===== config.mk =====
export PLATFORM = sky130hd
export DESIGN_NAME = usb_ep0_standard_request_responder_flat
export DESIGN_NICKNAME = d
export VERILOG_FILES = /design/src/design/ep0sr_pkg.sv /design/src/design/ep0sr_evt_if.sv /design/src/design/ep0sr_rsp_if.sv /design/src/design/ep0sr_ram.sv /design/src/design/ep0sr_decode.sv /design/src/design/ep0sr_ctrl.sv /design/src/design/usb_ep0_standard_request_responder.sv /design/src/flat_wrapper.sv
export SDC_FILE = /design/constraint.sdc
export NUM_CORES = 1
export LEC_CHECK = 0
export ABC_AREA = 0
export ABC_CLOCK_PERIOD_IN_PS = 3230
export BUFFER_PORTS_ARGS = -buffer_cell sky130_fd_sc_hd__buf_2
export CAP_MARGIN = 20
export CORE_MARGIN = 5
export CORE_UTILIZATION = 50
export CTS_CLUSTER_DIAMETER = 40
export DETAILED_ROUTE_END_ITERATION = 8
export PLACE_DENSITY = 0.73
export SLEW_MARGIN = 20
export SYNTH_ARGS = -nofsm -noshare
export SYNTH_HDL_FRONTEND = slang
export SYNTH_SLANG_ARGS = --single-unit

===== constraint.sdc =====
create_clock -name clk -period 3.23 [get_ports clk]
set_input_delay 0.1615 -clock clk [delete_from_list [all_inputs] [get_ports clk]]
set_output_delay 0.1615 -clock clk [all_outputs]
set_load 0.005 [all_outputs]

===== src/design/ep0sr_pkg.sv =====
// Package for the endpoint-0 standard request responder.
// Holds beat types, request codes, the descriptor ROM contents and the FSM type.
// No dependencies; every other design file except ep0sr_ram imports it.
package ep0sr_pkg;

    // Descriptor ROM geometry.
    localparam int DESC_ROM_BYTES = 128;
    localparam int DESC_USED      = 102;
    localparam int ROM_AW         = $clog2(DESC_ROM_BYTES);
    localparam int USED_AW        = $clog2(DESC_USED);

    // String descriptors held in the ROM, and how many the device reports.
    localparam int ROM_STRINGS  = 5;
    localparam int STRING_COUNT = 5;
    localparam int STR_IW       = $clog2(ROM_STRINGS);

    // Longest reply, in bytes.
    localparam int MAX_LEN = 32;
    localparam int LEN_W   = $clog2(MAX_LEN + 1);

    // Event selectors.
    typedef enum logic [1:0] {
        EVT_BUS_RESET = 2'd0,
        EVT_TX_DONE   = 2'd1,
        EVT_RX_TOKEN  = 2'd2,
        EVT_OTHER_EP  = 2'd3
    } evt_kind_t;

    // Response kinds.
    typedef enum logic [1:0] {
        KIND_DATA  = 2'd0,
        KIND_ACK   = 2'd1,
        KIND_STALL = 2'd2,
        KIND_NONE  = 2'd3
    } kind_t;

    localparam logic [3:0]  PID_SETUP      = 4'd13;
    localparam logic [15:0] REQ_GET_DESC   = 16'h0680;
    localparam logic [15:0] REQ_SET_ADDR   = 16'h0500;
    localparam logic [15:0] REQ_SET_CONFIG = 16'h0900;
    localparam logic [15:0] REQ_SET_IFACE  = 16'h0b01;

    localparam logic [7:0] DT_DEVICE = 8'd1;
    localparam logic [7:0] DT_CONFIG = 8'd2;
    localparam logic [7:0] DT_STRING = 8'd3;

    localparam logic [ROM_AW-1:0] OFS_DEVICE = ROM_AW'(0);
    localparam logic [LEN_W-1:0]  LEN_DEVICE = LEN_W'(18);
    localparam logic [ROM_AW-1:0] OFS_CONFIG = ROM_AW'(18);
    localparam logic [LEN_W-1:0]  LEN_CONFIG = LEN_W'(32);

    localparam logic [ROM_AW-1:0] STR_OFS [ROM_STRINGS] = '{
        ROM_AW'(50), ROM_AW'(54), ROM_AW'(66), ROM_AW'(78), ROM_AW'(88)
    };
    localparam logic [LEN_W-1:0] STR_LEN [ROM_STRINGS] = '{
        LEN_W'(4), LEN_W'(12), LEN_W'(12), LEN_W'(10), LEN_W'(14)
    };

    // Descriptor bytes; everything past the used part reads as zero.
    localparam logic [7:0] DESC_TABLE [DESC_USED] = '{
        // device descriptor
        8'd18, 8'd1, 8'd0, 8'd2, 8'd0, 8'd0, 8'd0, 8'd64, 8'h55, 8'hf0,
        8'h36, 8'h4b, 8'h34, 8'h12, 8'd1, 8'd2, 8'd3, 8'd1,
        // configuration, interface and two bulk endpoints
        8'd9, 8'd2, 8'd32, 8'd0, 8'd1, 8'd1, 8'd0, 8'h80, 8'd250,
        8'd9, 8'd4, 8'd0, 8'd0, 8'd2, 8'hff, 8'h53, 8'h53, 8'd4,
        8'd7, 8'd5, 8'h03, 8'd2, 8'd64, 8'd0, 8'd0,
        8'd7, 8'd5, 8'h83, 8'd2, 8'd64, 8'd0, 8'd0,
        // string zero: language id
        8'd4, 8'd3, 8'h09, 8'h04,
        // string one
        8'd12, 8'd3, 8'h52, 8'h00, 8'h61, 8'h00, 8'h6c, 8'h00, 8'h70, 8'h00,
        8'h68, 8'h00,
        // string two
        8'd12, 8'd3, 8'h42, 8'h00, 8'h6c, 8'h00, 8'h69, 8'h00, 8'h6e, 8'h00,
        8'h6b, 8'h00,
        // string three
        8'd10, 8'd3, 8'h31, 8'h00, 8'h33, 8'h00, 8'h33, 8'h00, 8'h37, 8'h00,
        // string four
        8'd14, 8'd3, 8'h4a, 8'h00, 8'h75, 8'h00, 8'h6d, 8'h00, 8'h70, 8'h00,
        8'h65, 8'h00, 8'h72, 8'h00
    };

    // One input beat.
    typedef struct packed {
        evt_kind_t   req_type;
        logic [3:0]  token_pid;
        logic        bank_odd;
        logic [7:0]  request_type;
        logic [7:0]  request_code;
        logic [15:0] request_value;
        logic [15:0] request_length;
    } in_beat_t;

    // One output beat.
    typedef struct packed {
        kind_t      kind;
        logic [7:0] data_byte;
        logic       last;
        logic       tx_bank;
        logic [7:0] device_address;
    } out_beat_t;

    // Endpoint state word kept in the state RAM.
    typedef struct packed {
        logic [7:0] cur_addr;
        logic [7:0] pend_addr;
        logic       addr_pend;
        logic       bank;
    } ep_state_t;

    localparam int STATE_W     = $bits(ep_state_t);
    localparam int STATE_DEPTH = 2;
    localparam int STATE_AW    = $clog2(STATE_DEPTH);
    localparam logic [STATE_AW-1:0] STATE_ENTRY = '0;

    // Result of decoding one event against the current state.
    typedef struct packed {
        kind_t             kind;
        logic [ROM_AW-1:0] ofs;
        logic [LEN_W-1:0]  len;
        ep_state_t         state;
    } dec_t;

    typedef enum logic [1:0] {
        ST_IDLE = 2'd0,
        ST_LOAD = 2'd1,
        ST_EMIT = 2'd2
    } fsm_t;

    // Descriptor ROM lookup. The used part never exceeds the ROM size.
    function automatic logic [7:0] desc_byte(input logic [ROM_AW:0] idx);
        logic [7:0] b;
        b = 8'd0;
        if (idx < (ROM_AW + 1)'(DESC_USED))
        begin
            b = DESC_TABLE[idx[USED_AW-1:0]];
        end
        return b;
    endfunction

endpackage


===== src/design/ep0sr_evt_if.sv =====
// Event channel interface: valid/ready handshake carrying one input beat.
// Depends on ep0sr_pkg.
interface ep0sr_evt_if
    import ep0sr_pkg::*;
();
    logic     valid;
    logic     ready;
    in_beat_t data;

    modport source (output valid, output data, input ready);
    modport sink (input valid, input data, output ready);
endinterface


===== src/design/ep0sr_rsp_if.sv =====
// Response channel interface: valid/ready handshake carrying one output beat.
// Depends on ep0sr_pkg.
interface ep0sr_rsp_if
    import ep0sr_pkg::*;
();
    logic      valid;
    logic      ready;
    out_beat_t data;

    modport source (output valid, output data, input ready);
    modport sink (input valid, input data, output ready);
endinterface


===== src/design/ep0sr_ram.sv =====
// Generic single-port-write, single-port-read RAM with a registered read.
// No dependencies.
module ep0sr_ram #(
    parameter int WIDTH = 8,
    parameter int DEPTH = 2
) (
    input  logic                     clk,
    input  logic                     wr_en,
    input  logic [$clog2(DEPTH)-1:0] wr_addr,
    input  logic [WIDTH-1:0]         wr_data,
    input  logic                     rd_en,
    input  logic [$clog2(DEPTH)-1:0] rd_addr,
    output logic [WIDTH-1:0]         rd_data
);
    logic [WIDTH-1:0] mem [DEPTH];
    logic [WIDTH-1:0] rd_data_reg;

    always_ff @(posedge clk)
    begin
        if (wr_en)
        begin
            mem[wr_addr] <= wr_data;
        end
        if (rd_en)
        begin
            rd_data_reg <= mem[rd_addr];
        end
    end

    assign rd_data = rd_data_reg;
endmodule


===== src/design/ep0sr_decode.sv =====
// Event decoder: applies one event to the endpoint state and picks the reply.
// Depends on ep0sr_pkg.
module ep0sr_decode
    import ep0sr_pkg::*;
(
    input  in_beat_t  item,
    input  ep_state_t cur,
    output dec_t      res
);
    logic [15:0]       setup_req;
    logic [7:0]        dtype;
    logic [7:0]        dindex;
    logic [ROM_AW-1:0] full_ofs;
    logic [LEN_W-1:0]  full_len;
    logic [LEN_W-1:0]  capped;
    logic              has_data;
    logic              ok;

    assign setup_req = {item.request_code, item.request_type};
    assign dtype     = item.request_value[15:8];
    assign dindex    = item.request_value[7:0];

    always_comb
    begin
        res       = '{kind: KIND_NONE, ofs: '0, len: LEN_W'(1), state: cur};
        full_ofs  = '0;
        full_len  = '0;
        has_data  = 1'b0;
        ok        = 1'b0;
        capped    = '0;
        unique case (item.req_type)
            EVT_BUS_RESET:
            begin
                // The pending address survives a bus reset.
                res.state.cur_addr = '0;
                res.state.bank     = 1'b0;
            end
            EVT_TX_DONE:
            begin
                res.state.bank = ~item.bank_odd;
                if (cur.addr_pend)
                begin
                    res.state.cur_addr = cur.pend_addr;
                end
                res.state.addr_pend = 1'b0;
            end
            EVT_OTHER_EP:
            begin
                res.kind = KIND_NONE;
            end
            EVT_RX_TOKEN:
            begin
                if (item.token_pid != PID_SETUP)
                begin
                    res.kind = KIND_STALL;
                end
                else
                begin
                    if (setup_req == REQ_GET_DESC)
                    begin
                        if (dtype == DT_DEVICE)
                        begin
                            full_ofs = OFS_DEVICE;
                            full_len = LEN_DEVICE;
                            has_data = 1'b1;
                        end
                        else if (dtype == DT_CONFIG)
                        begin
                            full_ofs = OFS_CONFIG;
                            full_len = LEN_CONFIG;
                            has_data = 1'b1;
                        end
                        else if (dtype == DT_STRING && dindex < 8'(STRING_COUNT)
                                 && dindex < 8'(ROM_STRINGS))
                        begin
                            full_ofs = STR_OFS[dindex[STR_IW-1:0]];
                            full_len = STR_LEN[dindex[STR_IW-1:0]];
                            has_data = 1'b1;
                        end
                        ok = has_data;
                    end
                    else if (setup_req == REQ_SET_ADDR)
                    begin
                        // The new address takes effect after the status stage.
                        res.state.pend_addr = dindex;
                        res.state.addr_pend = 1'b1;
                        ok = 1'b1;
                    end
                    else if (setup_req == REQ_SET_CONFIG || setup_req == REQ_SET_IFACE)
                    begin
                        ok = 1'b1;
                    end

                    if (item.request_length < 16'(full_len))
                    begin
                        capped = item.request_length[LEN_W-1:0];
                    end
                    else
                    begin
                        capped = full_len;
                    end

                    if (!ok)
                    begin
                        res.kind = KIND_STALL;
                    end
                    else if (has_data && capped != '0)
                    begin
                        res.kind = KIND_DATA;
                        res.ofs  = full_ofs;
                        res.len  = capped;
                    end
                    else
                    begin
                        res.kind = KIND_ACK;
                    end
                end
            end
        endcase
    end
endmodule


===== src/design/ep0sr_ctrl.sv =====
// Sequencer: accepts events, reads and writes back the state RAM, and
// streams reply beats through an output register. Depends on ep0sr_pkg
// and the two channel interfaces.
module ep0sr_ctrl
    import ep0sr_pkg::*;
(
    input  logic                clk,
    input  logic                rst_n,
    ep0sr_evt_if.sink           evt,
    ep0sr_rsp_if.source         rsp,
    output logic                ram_rd_en,
    output logic                ram_wr_en,
    output ep_state_t           ram_wr_data,
    input  ep_state_t           ram_rd_data,
    output in_beat_t            dec_item,
    output ep_state_t           dec_cur,
    input  dec_t                dec_res
);
    fsm_t              state_reg, state_next;
    in_beat_t          item_reg;
    logic              st_valid_reg;
    kind_t             kind_reg, kind_next;
    logic [ROM_AW-1:0] ofs_reg, ofs_next;
    logic [LEN_W-1:0]  len_reg, len_next;
    logic [LEN_W-1:0]  cnt_reg, cnt_next;
    logic              bank_reg, bank_next;
    logic [7:0]        addr_reg, addr_next;
    logic              out_valid_reg, out_valid_next;
    out_beat_t         out_data_reg, out_data_next;
    logic              accept;
    logic              slot_free;
    logic              is_last;
    logic [7:0]        rom_byte;

    assign evt.ready = (state_reg == ST_IDLE);
    assign accept    = evt.valid && evt.ready;
    assign rsp.valid = out_valid_reg;
    assign rsp.data  = out_data_reg;

    assign ram_rd_en   = accept;
    assign ram_wr_en   = (state_reg == ST_LOAD);
    assign ram_wr_data = dec_res.state;

    // The state entry has never been written right after reset.
    assign dec_cur  = st_valid_reg ? ram_rd_data : '0;
    assign dec_item = item_reg;

    assign slot_free = !out_valid_reg || rsp.ready;
    assign is_last   = (cnt_reg == len_reg - LEN_W'(1));
    assign rom_byte  = desc_byte({1'b0, ofs_reg} + (ROM_AW + 1)'(cnt_reg));

    always_ff @(posedge clk or negedge rst_n)
    begin
        if (!rst_n)
        begin
            state_reg     <= ST_IDLE;
            st_valid_reg  <= 1'b0;
            out_valid_reg <= 1'b0;
        end
        else
        begin
            state_reg     <= state_next;
            out_valid_reg <= out_valid_next;
            if (ram_wr_en)
            begin
                st_valid_reg <= 1'b1;
            end
        end
    end

    always_ff @(posedge clk)
    begin
        if (accept)
        begin
            item_reg <= evt.data;
        end
        kind_reg     <= kind_next;
        ofs_reg      <= ofs_next;
        len_reg      <= len_next;
        cnt_reg      <= cnt_next;
        bank_reg     <= bank_next;
        addr_reg     <= addr_next;
        out_data_reg <= out_data_next;
    end

    always_comb
    begin
        state_next     = state_reg;
        kind_next      = kind_reg;
        ofs_next       = ofs_reg;
        len_next       = len_reg;
        cnt_next       = cnt_reg;
        bank_next      = bank_reg;
        addr_next      = addr_reg;
        out_data_next  = out_data_reg;
        out_valid_next = out_valid_reg && !rsp.ready;
        unique case (state_reg)
            ST_IDLE:
            begin
                if (accept)
                begin
                    state_next = ST_LOAD;
                end
            end
            ST_LOAD:
            begin
                kind_next  = dec_res.kind;
                ofs_next   = dec_res.ofs;
                len_next   = dec_res.len;
                cnt_next   = '0;
                bank_next  = dec_res.state.bank;
                addr_next  = dec_res.state.cur_addr;
                state_next = ST_EMIT;
            end
            ST_EMIT:
            begin
                if (slot_free)
                begin
                    out_valid_next               = 1'b1;
                    out_data_next.kind           = kind_reg;
                    out_data_next.data_byte      = (kind_reg == KIND_DATA) ? rom_byte : 8'd0;
                    out_data_next.last           = is_last;
                    out_data_next.tx_bank        = bank_reg;
                    out_data_next.device_address = addr_reg;
                    cnt_next                     = cnt_reg + LEN_W'(1);
                    if (is_last)
                    begin
                        state_next = ST_IDLE;
                    end
                end
            end
            default:
            begin
                state_next = ST_IDLE;
            end
        endcase
    end

    // An accepted event is followed directly by the read-modify-write load state.
    a_accept_load: assert property (@(posedge clk) disable iff (!rst_n)
        accept |=> state_reg == ST_LOAD)
        else $error("accepted event did not enter the load cycle");

    a_load_emit: assert property (@(posedge clk) disable iff (!rst_n)
        state_reg == ST_LOAD |=> state_reg == ST_EMIT)
        else $error("load cycle not followed by emission");

    // Read and write of the state entry never coincide.
    a_no_rw_overlap: assert property (@(posedge clk) disable iff (!rst_n)
        !(ram_rd_en && ram_wr_en))
        else $error("state RAM read and write in the same cycle");

    a_last_to_idle: assert property (@(posedge clk) disable iff (!rst_n)
        (state_reg == ST_EMIT && slot_free && is_last) |=>
        (state_reg == ST_IDLE && out_valid_reg && out_data_reg.last))
        else $error("final beat did not close the reply");

    a_single_last: assert property (@(posedge clk) disable iff (!rst_n)
        (out_valid_reg && out_data_reg.kind != KIND_DATA) |-> out_data_reg.last)
        else $error("non-data beat without last");
endmodule


===== src/design/usb_ep0_standard_request_responder.sv =====
// Top level of the USB endpoint-0 standard request responder.
// Depends on ep0sr_pkg, ep0sr_evt_if, ep0sr_rsp_if, ep0sr_ram, ep0sr_decode
// and ep0sr_ctrl.
//
//   Port   Role    Beat contents
//   evt    sink    one endpoint-0 event: selector, token PID, bank, setup fields
//   rsp    source  one reply beat: kind, descriptor byte, last, bank, address
//
// After acceptance of an event the sequencer reads the state word from the
// state RAM, decodes the event and writes the word back in the load state,
// then sends N reply beats (1, or up to 32 descriptor bytes) one beat per
// cycle while rsp is not stalled, and only then is ready again.
// Reset clears the sequencer, the output valid flag and the valid flag of the
// state entry; until the first write-back the state reads as all zero.
// A stalled rsp holds the reply sequencer; a new event is accepted while the
// final reply beat still waits in the output register.
module usb_ep0_standard_request_responder
    import ep0sr_pkg::*;
(
    input  logic        clk,
    input  logic        rst_n,
    ep0sr_evt_if.sink   evt,
    ep0sr_rsp_if.source rsp
);
    logic      ram_rd_en;
    logic      ram_wr_en;
    ep_state_t ram_wr_data;
    ep_state_t ram_rd_data;
    in_beat_t  dec_item;
    ep_state_t dec_cur;
    dec_t      dec_res;

    // The whole endpoint state (addresses, pending flag, transmit bank) is
    // one word in this RAM; the sequencer reads it on acceptance and writes
    // the updated word back in the following cycle.
    ep0sr_ram #(
        .WIDTH (STATE_W),
        .DEPTH (STATE_DEPTH)
    ) u_state_ram (
        .clk     (clk),
        .wr_en   (ram_wr_en),
        .wr_addr (STATE_ENTRY),
        .wr_data (ram_wr_data),
        .rd_en   (ram_rd_en),
        .rd_addr (STATE_ENTRY),
        .rd_data (ram_rd_data)
    );

    // Decodes the held event against the state word read from the RAM.
    ep0sr_decode u_decode (
        .item (dec_item),
        .cur  (dec_cur),
        .res  (dec_res)
    );

    // Handshakes, read-modify-write sequencing and reply streaming.
    ep0sr_ctrl u_ctrl (
        .clk         (clk),
        .rst_n       (rst_n),
        .evt         (evt),
        .rsp         (rsp),
        .ram_rd_en   (ram_rd_en),
        .ram_wr_en   (ram_wr_en),
        .ram_wr_data (ram_wr_data),
        .ram_rd_data (ram_rd_data),
        .dec_item    (dec_item),
        .dec_cur     (dec_cur),
        .dec_res     (dec_res)
    );
endmodule

===== src/flat_wrapper.sv =====
// flat-port wrapper written by rule: the top's interface ports become plain ports
module usb_ep0_standard_request_responder_flat import ep0sr_pkg::*;
  (clk, rst_n, evt_valid, evt_data, evt_ready, rsp_valid, rsp_data, rsp_ready);
  ep0sr_evt_if evt_i ();
  ep0sr_rsp_if rsp_i ();
  input  logic clk;
  input  logic rst_n;
  input wire logic [$bits(evt_i.valid)-1:0] evt_valid;
  input wire logic [$bits(evt_i.data)-1:0] evt_data;
  output wire logic [$bits(evt_i.ready)-1:0] evt_ready;
  output wire logic [$bits(rsp_i.valid)-1:0] rsp_valid;
  output wire logic [$bits(rsp_i.data)-1:0] rsp_data;
  input wire logic [$bits(rsp_i.ready)-1:0] rsp_ready;
  assign evt_i.valid = evt_valid;
  assign evt_i.data = evt_data;
  assign evt_ready = evt_i.ready;
  assign rsp_valid = rsp_i.valid;
  assign rsp_data = rsp_i.data;
  assign rsp_i.ready = rsp_ready;
  usb_ep0_standard_request_responder u_core (.clk(clk), .rst_n(rst_n), .evt(evt_i), .rsp(rsp_i));
endmodule

# --- Word-level counts from Yosys, hierarchy flattened ---
# Memories as Yosys holds them, arrays and structs flattened. A register that Yosys moved wholly into a read port is not among the register bits.
# Cells that the tools add are included.
totals:
  reg_bits: 101
  mem_bits_rw: 36
  rom_bits: 1128
  output_inout_bits: 22
  elab_cells: 128
  mem_count: 4
mem_list:
  columns: ["memory", "words", "width", "rd", "rd_ports_with_merged_regs", "wr", "line_no", "source"]
  rows:
  - ["(no name shown)", 128, 8, 1, 1, 0, "ep0sr_pkg.sv:137", "b = DESC_TABLE[idx[USED_AW-1:0]];"]
  - ["(no name shown)", 8, 7, 1, 0, 0, "ep0sr_decode.sv:76", "full_ofs = STR_OFS[dindex[STR_IW-1:0]];"]
  - ["(no name shown)", 8, 6, 1, 0, 0, "ep0sr_decode.sv:77", "full_len = STR_LEN[dindex[STR_IW-1:0]];"]
  - ["u_core.u_state_ram.mem", 2, 18, 1, 1, 1, "ep0sr_ram.sv:15", "logic [WIDTH-1:0] mem [DEPTH];"]
op_classes:
  n_addsub: 3
  n_lt_le_gt_ge: 4
  n_eq_ne: 16
  n_mux: 48
  n_bitwise: 8
  reduce_logical: 23
ops:
  columns: ["cell", "count"]
  rows:
  - ["two-way mux 6 bit", 12]
  - ["equality test 16 x 11 -> 1 bit (second input constant)", 2]
  - ["equality test 16 x 12 -> 1 bit (second input constant)", 2]
  - ["two-way mux 9 bit", 3]
  - ["two-way mux 1 bit", 18]
  - ["two-way mux 18 bit", 1]
  - ["equality test 8 x 2 -> 1 bit (second input constant)", 2]
  - ["< comparator 16 x 6 -> 1 bit", 1]
  - ["two-way mux 8 bit", 2]
  - ["one-hot mux 8 bit (2 select lines)", 1]
  - ["two-way mux 7 bit", 2]
  - ["one-hot mux 6 bit (2 select lines)", 1]
  - ["two-way mux 5 bit", 2]
  - ["adder 7 x 6 -> 8 bit", 1]
  - ["equality test 8 x 1 -> 1 bit (second input constant)", 1]
  - ["< comparator 8 x 3 -> 1 bit (second input constant)", 1]
  - ["< comparator 8 x 7 -> 1 bit (second input constant)", 1]
  - ["inverter 7 -> 8 bit", 1]
  - ["OR reduction 8 bit", 1]
  - ["adder 6 x 1 -> 6 bit (second input constant)", 1]
  - ["equality test 6 bit", 1]
  - ["logical NOT 2 bit", 3]
  - ["two-way mux 2 bit", 3]
  - ["inverter 1 bit", 6]
  - ["other kinds (20)", 33]

# --- Longest topological paths before layout ---
depth:
  depth_word: 19
  depth_mapped: 13

# --- By module ---
# A second synthesis with hierarchy kept.
unflattened:
  cells_unflattened: 661
  hier_area_um2: 8475.6
by_module_without_submodules:
  columns: ["module", "n_inst", "cells_per_inst", "area_per_inst_um2", "seq_area_each_um2"]
  rows:
  - ["ep0sr_ctrl", 1, 429, 5356.4, 3253.1]
  - ["ep0sr_ram", 1, 76, 1905.6, 1621.6]
  - ["ep0sr_decode", 1, 155, 1209.9, 0.0]
  - ["usb_ep0_standard_request_responder", 1, 1, 3.8, 0.0]

# --- Worst setup path before layout ---
# No wires, ideal clock.
synth_timing:
  path_type: "register -> register"
  from: "reg u_core.u_ctrl.item_reg (netlist bit u_core.u_ctrl.dec_item[45])"
  to: "reg u_core.u_ctrl.ofs_reg[5] (data pin)"
  setup_time_ns: 0.275
  t_arrival_ns: 3.078
  slack_ns: -0.123
  stages_incl_launch_ff: 14
  path_buffers: 1
  period_less_slack_ns: 3.353
  path_cell_list: "edfxtp_1 nor4_4 nand3_2 or2_1 buf_6 nor3_1 inv_1 ha_1 a211oi_1 nand4_1 a2111oi_2 o21ai_4 mux2i_1 nor4_1"
synth_between:
  elab_chain_len: 12
  elab_cells_between_ends: 26
synth_lines:
  columns: ["element", "line_no", "source"]
  rows:
  - ["from (decl)", "ep0sr_ctrl.sv:20", "in_beat_t item_reg;"]
  - ["from (signal assigned)", "ep0sr_ctrl.sv:75", "item_reg <= evt.data;"]
  - ["equality test 16 x 11 -> 1 bit", "ep0sr_decode.sv:59", "if (setup_req == REQ_GET_DESC)"]
  - ["two-way mux 6 bit", "ep0sr_decode.sv:59", null]
  - ["two-way mux 6 bit", "ep0sr_decode.sv:53", "if (item.token_pid != PID_SETUP)"]
  - ["two-way mux 6 bit", "ep0sr_decode.sv:31", "unique case (item.req_type)"]
  - ["< comparator 16 x 6 -> 1 bit", "ep0sr_decode.sv:94", "if (item.request_length < 16'(full_len))"]
  - ["two-way mux 6 bit", "ep0sr_decode.sv:94", null]
  - ["two-way mux 6 bit", "ep0sr_decode.sv:53", null]
  - ["two-way mux 6 bit", "ep0sr_decode.sv:31", null]
  - ["nonzero test 6 bit", "ep0sr_decode.sv:107", "else if (has_data && capped != '0)"]
  - ["logical AND 1 bit", "ep0sr_decode.sv:107", null]
  - ["inverter 1 bit (no source line)", null, null]
  - ["OR reduction 8 bit (no source line) (*)", null, null]
  - ["to (signal assigned)", "ep0sr_ctrl.sv:78", "ofs_reg <= ofs_next;"]
  - ["to (decl)", "ep0sr_ctrl.sv:23", "logic [ROM_AW-1:0] ofs_reg, ofs_next;"]
# Every way passes the cells marked *; elsewhere a longest branch is shown, timed or not. The select of a mux whose other input is x is not followed.
# A chain may end at the register's enable or synchronous reset.

# --- Worst setup path in the final report ---
layout_timing:
  from: "reg u_core.u_ctrl.item_reg (netlist bit u_core.u_ctrl.dec_item[16])"
  to: "reg u_core.u_ctrl.ofs_reg[6] (data pin)"
layout_between:
  elab_chain_len: 18
  elab_cells_between_ends: 35
layout_lines:
  columns: ["element", "line_no", "source"]
  rows:
  - ["inverter 3 -> 4 bit (implied by the code)", "ep0sr_decode.sv:76, ep0sr_decode.sv:77", null]
  - ["memory (8 x 6 bit)", null, null]
  - ["two-way mux 6 bit (implied by the code) (2 in series)", "ep0sr_decode.sv:77", null]
  - ["two-way mux 6 bit", "ep0sr_decode.sv:73", "else if (dtype == DT_STRING && dindex < 8'(STRING_COUNT)"]
  - ["two-way mux 6 bit", "ep0sr_decode.sv:67", "else if (dtype == DT_CONFIG)"]
  - ["two-way mux 6 bit", "ep0sr_decode.sv:61", "if (dtype == DT_DEVICE)"]
  - ["two-way mux 6 bit", "ep0sr_decode.sv:59", null]
  - ["two-way mux 6 bit", "ep0sr_decode.sv:53", null]
  - ["two-way mux 6 bit", "ep0sr_decode.sv:31", null]
  - ["< comparator 16 x 6 -> 1 bit", "ep0sr_decode.sv:94", null]
  - ["two-way mux 6 bit", "ep0sr_decode.sv:94", null]
  - ["two-way mux 6 bit", "ep0sr_decode.sv:53", null]
  - ["two-way mux 6 bit", "ep0sr_decode.sv:31", null]
  - ["nonzero test 6 bit", "ep0sr_decode.sv:107", null]
  - ["logical AND 1 bit", "ep0sr_decode.sv:107", null]
  - ["inverter 1 bit (no source line)", null, null]
  - ["OR reduction 8 bit (no source line)", null, null]
# Parallel ways exist; a longest one is shown, timed or not. The select of a mux whose other input is x is not followed.

==> results.yml <==
logic_synthesis:
  ys_types: 79
  synth_edf_count: 131
  synth_area_leaders: "edfxtp_1 (57%), ha_1 (3.8%), nor2_1 (2.4%), nand2_1 (2.1%), o21ai_0 (1.8%)"
  syn_area_per_cell_um2: 12.08
  synth_top_area_cell: "edfxtp_1"
  ys_seq_area_frac: 0.5849
  ys.flop_type: "edfxtp_1"
  synth.top_cell.area_share: 0.5704
  syn-instance-count: 571
  yosysWarningCount: 0
  ys_seq_elements: 135
  synth_area_um2: 6897
  syn_nets: 652
  async_reset_ff_frac: 0.02963
drt:
  vias: 5363
  drc: 0
  drt_wl_total_um: 17830
  drt_pre_antenna_iters: 5
  detail-route-antenna-nets: 0
  vias_per_cell: 5.785
  drt_iter0_drc: 655
  avgRoutedWirePerCell_um: 19.23
global_route:
  grt_antenna_before_repair: 0
  grt_pass1_wl_um: 27830
  overflow: 0
  track_usage: 0.2192
  first_global_vias: 5431
  grt_max_degree: 74
cts:
  clock_latency_ns: 0.42
  cts_buffers: 17
  cts_htree_levels: 4
  cts-root-buf: "clkbuf_16"
  cts.clk_slew.worst_paths_ns: 0.06
  cts_sinks: 135
  cts_buffer_depth: 2
  cts_tree: "yes"
floorplan:
  num_rows: 43
  dieArea_um2: 16240
  die-height_um: 127.4
  ios: 81
  dieWidth_um: 127.4
  start_util: 0.5027
  core_area_um2: 13720
run:
  maxCapViolCount: 0
timing:
  fin_crit_ns: 3.442
  setup_viol: 12
  whs_ns: 0.08221
  hold_viol: 0
  drv_slew: 0
  relSlewSlack: 0.4482
  fmax_mhz: 290.5
  finalCritPeriodShare: 1.066
  fin_ws_ns: -0.2120
  rsz0062_at_grt: "true"
  fin_tns_setup_ns: -1.557
  worst_slew_pin_slew_ns: 0.8190
  finClkSkew_ns: 0.01559
worst_setup_path:
  crit_path_end_kind: "register"
  cp.arrival_ns: 3.59
  critPathMaxFanout: 6
  worst_r2r_path_depth: 13
  critical_path_class: "reg -> reg"
  worstSetupStartpointType: "register"
  required_ns: 3.38
power_and_ir_drop:
  power_frac_seq: 0.342
  peakVddDrop_mv: 0.4428
  p_leak_nw: 3.265
  netSwitchingFraction: 0.3848
  pwr-share-clk: 0.221
  p_total_mw: 8.046
  p_sw_mw: 3.096
  power_frac_comb: 0.437
  powerDensity_nw_per_um2: 896.9
  internal-power_mw: 4.950
layout:
  syn_to_final_growth_pct: 30.08
  largest_reg_flops: 55
  fillers: 974
  final_nets: 818
  diodes: 0
  layout-drive-gt1-share: 0.2517
  fin_util: 0.6539
worst_hold_path:
  hp-class: "in -> async"
placement:
  portBuffers: 80
  gp_congestion: 0.9178
  hpwl_um: 10860
outcome:
  status: "complete, but fails checks"
  violations: "negative setup slack"
[critical path, stage by stage, from the launching register on]
cell,delay [ns]
edfxtp_1,0.42
o21ai_0,0.24
and3_2,0.27
nand4_1,0.25
nor3_4,0.28
inv_2,0.07
ha_4,0.22
a211oi_2,0.21
nand4_1,0.21
a2111oi_4,0.38
o21ai_4,0.12
mux2i_4,0.29
buf_4,0.17
nor4_2,0.03
[cell usage in the layout, fill, tap and decap left out, drive strengths merged, types with 4 or more instances in the layout]
| master | count |
|---|---|
| a211oi | 13 |
| a31oi | 8 |
| edfxtp | 131 |
| mux2i | 11 |
| or3 | 5 |
| nand4 | 7 |
| ha | 21 |
| nand3 | 11 |
| nor2b | 15 |
| nor3b | 4 |
| a22oi | 9 |
| and2 | 4 |
| o21ai | 40 |
| a21oi | 19 |
| clkbuf | 17 |
| o31a | 4 |
| nor2 | 46 |
| or2 | 5 |
| o211ai | 7 |
| nand3b | 5 |
| nand2b | 13 |
| buf | 116 |
| clkinv | 5 |
| dlygate4sd3 | 58 |
| dfrtp | 4 |
| nor3 | 12 |
| nand2 | 39 |
| and3 | 4 |
| nor4 | 13 |
| xor2 | 7 |
| mux2 | 8 |
| xnor2 | 11 |
| inv | 21 |
[worst paths after layout]
path / from / endpoint / slack [ns]
max: u_core.u_ctrl.dec_item[16] / u_core.u_ctrl.ofs_reg[6] / -0.21
min: rst_n / u_core.u_ctrl.rsp.valid / 0.08
max reg2reg: u_core.u_ctrl.dec_item[16] / u_core.u_ctrl.ofs_reg[6] / -0.21
min reg2reg: u_core.u_state_ram.mem[0][3] / u_core.u_state_ram.rd_data[3] / 0.42
max in group asynchronous: rst_n / u_core.u_ctrl.st_valid_reg / 3.03
min in group clk: u_core.u_state_ram.mem[0][3] / u_core.u_state_ram.rd_data[3] / 0.42
[cell type report]
cell class	count	area, um^2	share of cell area
flip-flops and latches	135	4034	0.4497
multi-input cells	391	2813	0.3135
repair buffers	174	1301	0.1450
clock buffers	17	425.4	0.04742
well taps	180	225.2	0.02510
clock inverters	12	105.1	0.01172
inverters	18	67.56	0.007531
[through the flow]
step,area [um^2],worst slack [ns],cells
after global placement,7707,0.04936,835
after floorplan,6918,0.01641,571
after global routing,8971,-0.3165,927
after detailed placement,7707,-0.1561,835
after CTS,8864,-0.01373,923
final,8971,-0.2120,927
[power by group through the flow]
| stage | clock (mW) | sequential [mW] | combinational [mW] |
|---|---|---|---|
| finish | 1.78 | 2.75 | 3.52 |
| global route | 1.89 | 2.79 | 3.82 |
| CTS | 1.80 | 2.73 | 3.43 |
| detailed placement | 0 | 2.76 | 3.36 |
| global placement | 0 | 2.74 | 3.34 |
| floorplan | 0 | 2.73 | 2.23 |
[kinds of logic (layout without fill, tap and decap cells)]
family / after synthesis / in the layout / synth area share
compound gates: 137 / 137 / 0.1366
xor+xnor: 18 / 18 / 0.02395
fa+ha+maj: 22 / 22 / 0.04100
buf+inv: 45 / 221 / 0.02721
flops: 135 / 135 / 0.5849
mux: 19 / 19 / 0.02903
simple gates: 195 / 195 / 0.1573
[synth_stat cells, types with 5 or more instances]
master    instances
clkbuf_1         17
ha_1             21
nand3b_1          5
a21oi_1          18
o21ai_1          14
inv_1            18
nor2b_1          15
edfxtp_1        131
buf_2             9
o21ai_0          25
nor3_1           11
a22oi_1           9
a211oi_1         12
nand3_1          10
a31oi_1           8
nand4_1           7
nand2_1          39
nor4_1            9
xnor2_1          10
o211ai_1          7
mux2i_1          11
mux2_2            8
nand2b_1         13
nor2_1           45
xor2_1            7
[metal layers]
layer  global-route usage  vias up  routed length, um
met5                    0        -                  0
met4              0.07950        0                524
met3              0.04808       48                927
met2               0.3859      221               9168
met1               0.2641     2563               7205
li1                     -     2531                  -
[timing repair]
item,4_1_cts,5_1_grt
resized for setup,7,14
hold buffers,58,0
pin swaps,4,12
hold endpoints to repair,61,0
endpoints found under the setup margin,12,14
setup buffers,1,4
(Power assumes the default switching activity.)
